$ cat src/rtl/core/metau_pkg.sv
// shared types, constants and table function for the mixture entropy term accumulator
package metau_pkg;

   localparam int PROB_W       = 17;            // p_value / q_value width
   localparam int SUM_W        = PROB_W + 1;    // p + q
   localparam int LEAD_W       = $clog2(SUM_W); // leading-one index
   localparam int FRAC_W       = 30;            // Q0.30 fraction
   localparam int TAB_W        = 25;            // log2 table entry, Q1.24
   localparam int DIFF_W       = TAB_W + 1;
   localparam int EXP_W        = 7;             // signed exponent m - F - 1
   localparam int OPA_W        = 32;            // multiplier operand a, signed
   localparam int OPB_W        = 32;            // multiplier operand b, unsigned
   localparam int PROD_W       = 64;
   localparam int ACC_W        = 40;            // running sum, Q15.24
   localparam int ACC_EXT_W    = ACC_W + 2;
   localparam int OUT_W        = 32;            // divergence_sum, Q7.24
   localparam int REQ_DATA_W   = 40;            // 2 x 17 bits padded to bytes
   localparam int RSP_DATA_W   = 32;
   localparam int LOG_FRAC_POS = 24;

   localparam logic [OPB_W-1:0] LN2_Q30 = 32'd744261118;

   localparam int DEF_INPUT_FRACTION_BITS = 16;
   localparam int DEF_LOG_TABLE_ENTRIES   = 256;

   typedef enum logic [1:0] {
      MUL_OP_INDEX = 2'd0,   // fraction times table size
      MUL_OP_INTERP = 2'd1,  // table slope times remainder
      MUL_OP_LN = 2'd2,      // log2 times ln 2
      MUL_OP_TERM = 2'd3     // s times ln(u)
   } mul_op_type;

   typedef struct packed {
      logic       accept;
      logic       norm;
      logic       mul_en;
      mul_op_type mul_op;
      logic       rd_lo;
      logic       rd_hi;
      logic       combine;
      logic       accum;
      logic       emit;
   } dp_cmd_type;

   typedef struct packed {
      logic s_zero;
      logic last_item;
      logic out_free;
   } dp_status_type;

   // log2(x0 / 2^30) in Q0.24 by square-and-compare, x0 in Q1.30
   function automatic logic [TAB_W-1:0] log2_from_x(input logic [63:0] x0);
      logic [63:0]      x;
      logic [TAB_W-1:0] r;
      x = x0;
      r = '0;
      for (int k = 0; k < LOG_FRAC_POS; k++) begin
         x = (x * x) >> 30;
         r = {r[TAB_W-2:0], 1'b0};
         if (x >= 64'h0000_0000_8000_0000) begin
            r[0] = 1'b1;
            x    = x >> 1;
         end
      end
      return r;
   endfunction

endpackage

$ cat src/rtl/core/metau_ctrl.sv
// sequencing state machine for the mixture entropy term accumulator
module metau_ctrl
   import metau_pkg::*;
(
   input  logic          clock,
   input  logic          reset,
   input  logic          req_tvalid,
   output logic          req_tready,
   input  dp_status_type status,
   output dp_cmd_type    cmd
);

   typedef enum logic [10:0] {
      ST_IDLE   = 11'b000_0000_0001,
      ST_NORM   = 11'b000_0000_0010,
      ST_MIDX   = 11'b000_0000_0100,
      ST_RDLO   = 11'b000_0000_1000,
      ST_RDHI   = 11'b000_0001_0000,
      ST_MFRAC  = 11'b000_0010_0000,
      ST_COMB   = 11'b000_0100_0000,
      ST_MLN    = 11'b000_1000_0000,
      ST_MTERM  = 11'b001_0000_0000,
      ST_ACCUM  = 11'b010_0000_0000,
      ST_EMIT   = 11'b100_0000_0000
   } ctrl_state_type;

   ctrl_state_type state_ff, state_in;

   assign req_tready = (state_ff == ST_IDLE);

   always_comb begin
      state_in   = state_ff;
      cmd        = '0;
      cmd.mul_op = MUL_OP_INDEX;
      unique case (state_ff)
         ST_IDLE: begin
            if (req_tvalid) begin
               cmd.accept = 1'b1;
               state_in   = ST_NORM;
            end
         end
         ST_NORM: begin
            cmd.norm = 1'b1;
            // a zero pair adds nothing
            if (status.s_zero) begin
               state_in = status.last_item ? ST_EMIT : ST_IDLE;
            end else begin
               state_in = ST_MIDX;
            end
         end
         ST_MIDX: begin
            cmd.mul_en = 1'b1;
            cmd.mul_op = MUL_OP_INDEX;
            state_in   = ST_RDLO;
         end
         ST_RDLO: begin
            cmd.rd_lo = 1'b1;
            state_in  = ST_RDHI;
         end
         ST_RDHI: begin
            cmd.rd_hi = 1'b1;
            state_in  = ST_MFRAC;
         end
         ST_MFRAC: begin
            cmd.mul_en = 1'b1;
            cmd.mul_op = MUL_OP_INTERP;
            state_in   = ST_COMB;
         end
         ST_COMB: begin
            cmd.combine = 1'b1;
            state_in    = ST_MLN;
         end
         ST_MLN: begin
            cmd.mul_en = 1'b1;
            cmd.mul_op = MUL_OP_LN;
            state_in   = ST_MTERM;
         end
         ST_MTERM: begin
            cmd.mul_en = 1'b1;
            cmd.mul_op = MUL_OP_TERM;
            state_in   = ST_ACCUM;
         end
         ST_ACCUM: begin
            cmd.accum = 1'b1;
            state_in  = status.last_item ? ST_EMIT : ST_IDLE;
         end
         ST_EMIT: begin
            // wait until the output register can take the sum
            if (status.out_free) begin
               cmd.emit = 1'b1;
               state_in = ST_IDLE;
            end
         end
         default: begin
            state_in = ST_IDLE;
         end
      endcase
   end

   always_ff @(posedge clock) begin
      if (reset) begin
         state_ff <= ST_IDLE;
      end else begin
         state_ff <= state_in;
      end
   end

endmodule

$ cat config.mk
export PLATFORM = sky130hd
export DESIGN_NAME = metau_ctrl
export DESIGN_NICKNAME = d
export VERILOG_FILES = /design/src/rtl/core/metau_pkg.sv /design/src/rtl/core/metau_ctrl.sv
export SDC_FILE = /design/constraint.sdc
export NUM_CORES = 1
export LEC_CHECK = 0
export ABC_AREA = 1
export BUFFER_PORTS_ARGS = -buffer_cell sky130_fd_sc_hd__buf_2
export CORE_ASPECT_RATIO = 0.8
export CORE_UTILIZATION = 30
export CTS_CLUSTER_DIAMETER = 60
export DETAILED_ROUTE_END_ITERATION = 12
export GPL_TIMING_DRIVEN = 0
export PLACE_DENSITY = 0.61
export SLEW_MARGIN = 20
export SYNTH_ARGS = -nofsm -noshare
export SYNTH_HDL_FRONTEND = slang
export SYNTH_SLANG_ARGS = --single-unit
export TNS_END_PERCENT = 50
$ cat constraint.sdc
create_clock -name clock -period 1.35 [get_ports clock]
set_input_delay 0.3375 -clock clock [delete_from_list [all_inputs] [get_ports clock]]
set_output_delay 0.3375 -clock clock [all_outputs]
set_load 0.05 [all_outputs]
* After elaboration in Yosys (flattened, before gate mapping) *
Index checks and enable logic that the tools add are counted.
W data, S select, Z words.

word-level totals
  word-level logic and storage cells = 30
  output and inout port bits = 11
  input port bits = 6
  bits in registers = 11

cells by class
  muxes and demuxes = 15
  eq/ne operators = 13
  reduce and logical (&&, ||, !) cells = 1

operators by type and width
  operator                number
  $pmux W11 S11           1
  $mux W11                4
  $pmux W3 S4             1
  $eq A11 B1 Y1 const B   1
  $eq A11 B10 Y1 const B  1
  $eq A11 B11 Y1 const B  1
  $eq A11 B2 Y1 const B   1
  $eq A11 B3 Y1 const B   1
  $eq A11 B4 Y1 const B   1
  $eq A11 B5 Y1 const B   1
  $eq A11 B6 Y1 const B   1
  $eq A11 B7 Y1 const B   1
  $eq A11 B8 Y1 const B   1
  $eq A11 B9 Y1 const B   1
  $mux W1                 9
  $ne A2 B2 Y1 const B    2
  $reduce_and A2 Y1       1

* Longest topological paths before layout *
  depth in word-level cells = 3
  mapped depth = 11
  gate-level depth less buffers = 11

* Least setup slack after synthesis *
OpenSTA, ideal clock, no wires.

  kind = reg-to-output
  start point = reg state_ff[8]
  end point = out cmd[7] in the netlist's numbering
  buffers on the path = 0
  stages on the path, launching flop included = 8
  required time = 1.013 ns
  slack = -0.552 ns
  data arrival time = 1.564 ns
  path through = dfxtp_1 -> nor2_2 -> nand2_2 -> nor2_2 -> nand2_1 -> nand2_1 -> nor2_1 -> inv_1

RTL lines
  item                      line               source
  start: declaration        metau_ctrl.sv:27   ctrl_state_type state_ff, state_in;
  start signal: assignment  metau_ctrl.sv:104  state_ff <= state_in;
  end: declaration          metau_ctrl.sv:10   output dp_cmd_type cmd

==> impl_metrics.env <==
export IMPL_core_um2=1980
export IMPL_die_w_um=54.4
export IMPL_areaGrowthSynthToFinish_pct=75.7
export IMPL_drt_iter0_markers=18
export IMPL_drv_cap=0
export IMPL_rsz0062_at_grt="yes"
export IMPL_intPower_mw=0.551
export IMPL_min_path_type="in2reg"
export IMPL_dp_cells=148
export IMPL_clk_pin_slew_worst_paths_ps=70
export IMPL_initial_core_util=0.333
export IMPL_crit_path_max_fanout=4
export IMPL_setup_viol=17
export IMPL_p_sw_mw=0.273
export IMPL_synth_area_top_cells="dfxtp_1 (33%), nand2_1 (16%), inv_1 (11%), nor2_1 (10%), nor3_1 (6.1%)"
export IMPL_cts_tree="done"
export IMPL_cp_slowest_cell="dfxtp_2"
export IMPL_arrival_ps=1430
export IMPL_final_seq_area_um2=234
export IMPL_sequentialPowerShare=0.412
export IMPL_antenna_found_initial=0
export IMPL_largestRegisters="state_ff: 11 flops"
export IMPL_via_per_inst=4.44
export IMPL_synth_distinct_cells=15
export IMPL_fin_nets=145
export IMPL_seq_area_frac_synth=0.334
export IMPL_path_cells="nor2_4 -> nand2_4 -> nor2_4 -> nand2_2 -> nand2_2 -> nor2_4 -> inv_4 -> buf_8"
export IMPL_dr_pass1_iters=4
export IMPL_drt_wl_total_um=1660
export IMPL_post_route_period_util=1.31
export IMPL_detail_route_antenna_nets=0
export IMPL_relSlewSlack=0.676
export IMPL_power_leakage_nw=0.584
export IMPL_powerDensity_nw_per_um2=711
export IMPL_end_kind="primary output"
export IMPL_finalCriticalPeriod_ps=1760
export IMPL_place_congestion=0.729
export IMPL_pin_count=17
export IMPL_placementRows=14
export IMPL_cts_max_level=1
export IMPL_drcViolationCount=0
export IMPL_holdWs_ps=244
export IMPL_tns_ps=-4320
export IMPL_vias=719
export IMPL_design_area_um2=1160
export IMPL_postCtsHoldBufs=0
export IMPL_layout_common_cells="nand2_1 (19), inv_1 (17), nor2_1 (12), nor2_4 (11), nand2_4 (9)"
export IMPL_crit_type="reg2out"
export IMPL_worst_path_buf_inv=2
export IMPL_worst_slack_ps=-414
export IMPL_final_cells=162
export IMPL_crit_required_ps=1010
export IMPL_p_clk_frac=0.276
export IMPL_peakVddDrop_v=0.000579
export IMPL_start_kind="register"
export IMPL_syn_area_um2=659
export IMPL_drive_above_1_share=0.551
export IMPL_cts_root_buf="clkbuf_4"
export IMPL_clock_skew_ps=3.09
export IMPL_largest_reg_flops=11
export IMPL_cp_slowest_stage_delay_ps=350
export IMPL_port_buffers=16
export IMPL_grt_pass1_vias=690
export IMPL_worst_pin_slew_ps=486
export IMPL_violations="negative setup slack"
export IMPL_power_mw=0.824
export IMPL_largest_register="state_ff"
export IMPL_ff2ff_setup_slack_ps=-140
export IMPL_hpwl_um=1140
export IMPL_gr_usage_all_layers=0.180
export IMPL_synth_seq_cells=11
export IMPL_nFillCells=185
export IMPL_cts_path_max_buffers=2
export IMPL_multi_input_area_um2=503
export IMPL_overflow=0
export IMPL_ys_warn_count=0
export IMPL_synth_top_area_share=0.334
export IMPL_routedWlPerCell_um=10.3
export IMPL_grt_pass1_wl_um=2960
export IMPL_layout_commonest_cell="nand2_1"
export IMPL_p_comb_frac=0.311
export IMPL_die_y_um=43.9
export IMPL_avgSynthCellArea_um2=6.11
export IMPL_fmax_mhz=567
export IMPL_cp_top_family="simple AND/OR/NAND/NOR gates"
export IMPL_power_switching_share=0.331
export IMPL_status="finished with violations"
export IMPL_hold_viol=0
export IMPL_dpl_instance_area_um2=855
export IMPL_clock_sinks=11
export IMPL_cpMostUsedCell="nor2_4"
export IMPL_clk_latency_ps=270
export IMPL_yosysTopAreaCell="dfxtp_1"
export IMPL_synth_nets=114
export IMPL_drv_slew=0
export IMPL_die_area_um2=2390
export IMPL_numCtsBuffers=3
export IMPL_n_antenna_cell=0
export IMPL_synth_cells=108
export IMPL_grt_max_degree=11
## synth_stat cells (all sizes together)
cell type  number
nand2          36
inv            23
nor2           23
dfxtp          11
nor3            8
nand3           4
a21oi           1
clkbuf          1
nand4           1
## per-stage QoR
stage	worst slack [ps]	utilization
2_1_floorplan	-82.2	-
3_3_place_gp	-283	0.432
3_5_place_dp	-298	0.432
4_1_cts	-422	0.579
5_1_grt	-510	0.585
6_report	-414	0.585
## power by group through the flow
stage	Sequential, mW	Clock [mW]	Combinational [mW]
finish	0.340	0.228	0.257
global route	0.341	0.259	0.277
CTS	0.338	0.236	0.253
detailed placement	0.344	0	0.179
global placement	0.344	0	0.177
floorplan	0.343	0	0.145
## routing by layer
layer	up-vias	routed length, µm	global-route usage
met1	317	698	0.203
li1	378	-	-
met2	22	857	0.310
met4	0	11	0.0462
met5	-	0	0
met3	2	93	0.0737
## final timing paths
| check | cells past startpoint | endpoint | startpoint |
|---|---|---|---|
| worst max-delay path | 8 | cmd[7] | state_ff[8]$_SDFFE_PP0P_ |
| worst min-delay path | 2 | state_ff[2]$_SDFFE_PP0P_ | status[2] |
| worst max register to register | 12 | state_ff[0]$_SDFFE_PP1P_ | state_ff[1]$_SDFFE_PP0P_ |
| worst min register to register | 3 | state_ff[8]$_SDFFE_PP0P_ | state_ff[6]$_SDFFE_PP0P_ |
## final cells by class
type | count | area share
plain buffers | 1 | 0.00324
flip-flops and latches | 11 | 0.202
well taps | 24 | 0.0259
multi-input cells | 73 | 0.434
clock buffers | 4 | 0.0227
inverters | 23 | 0.0896
repair buffers | 26 | 0.222
## cells by family after synthesis
| logic type | after synthesis | synth area share |
|---|---|---|
| compound gates | 1 | 0.0133 |
| buf+inv | 24 | 0.137 |
| flops | 11 | 0.334 |
| simple gates | 72 | 0.516 |
## what timing repair did
item,in CTS,in global routing
gates resized for setup,55,5
setup endpoints to repair,13,17
pin swaps,16,8
setup buffers,10,0
Power figures use the tool's default switching activity.
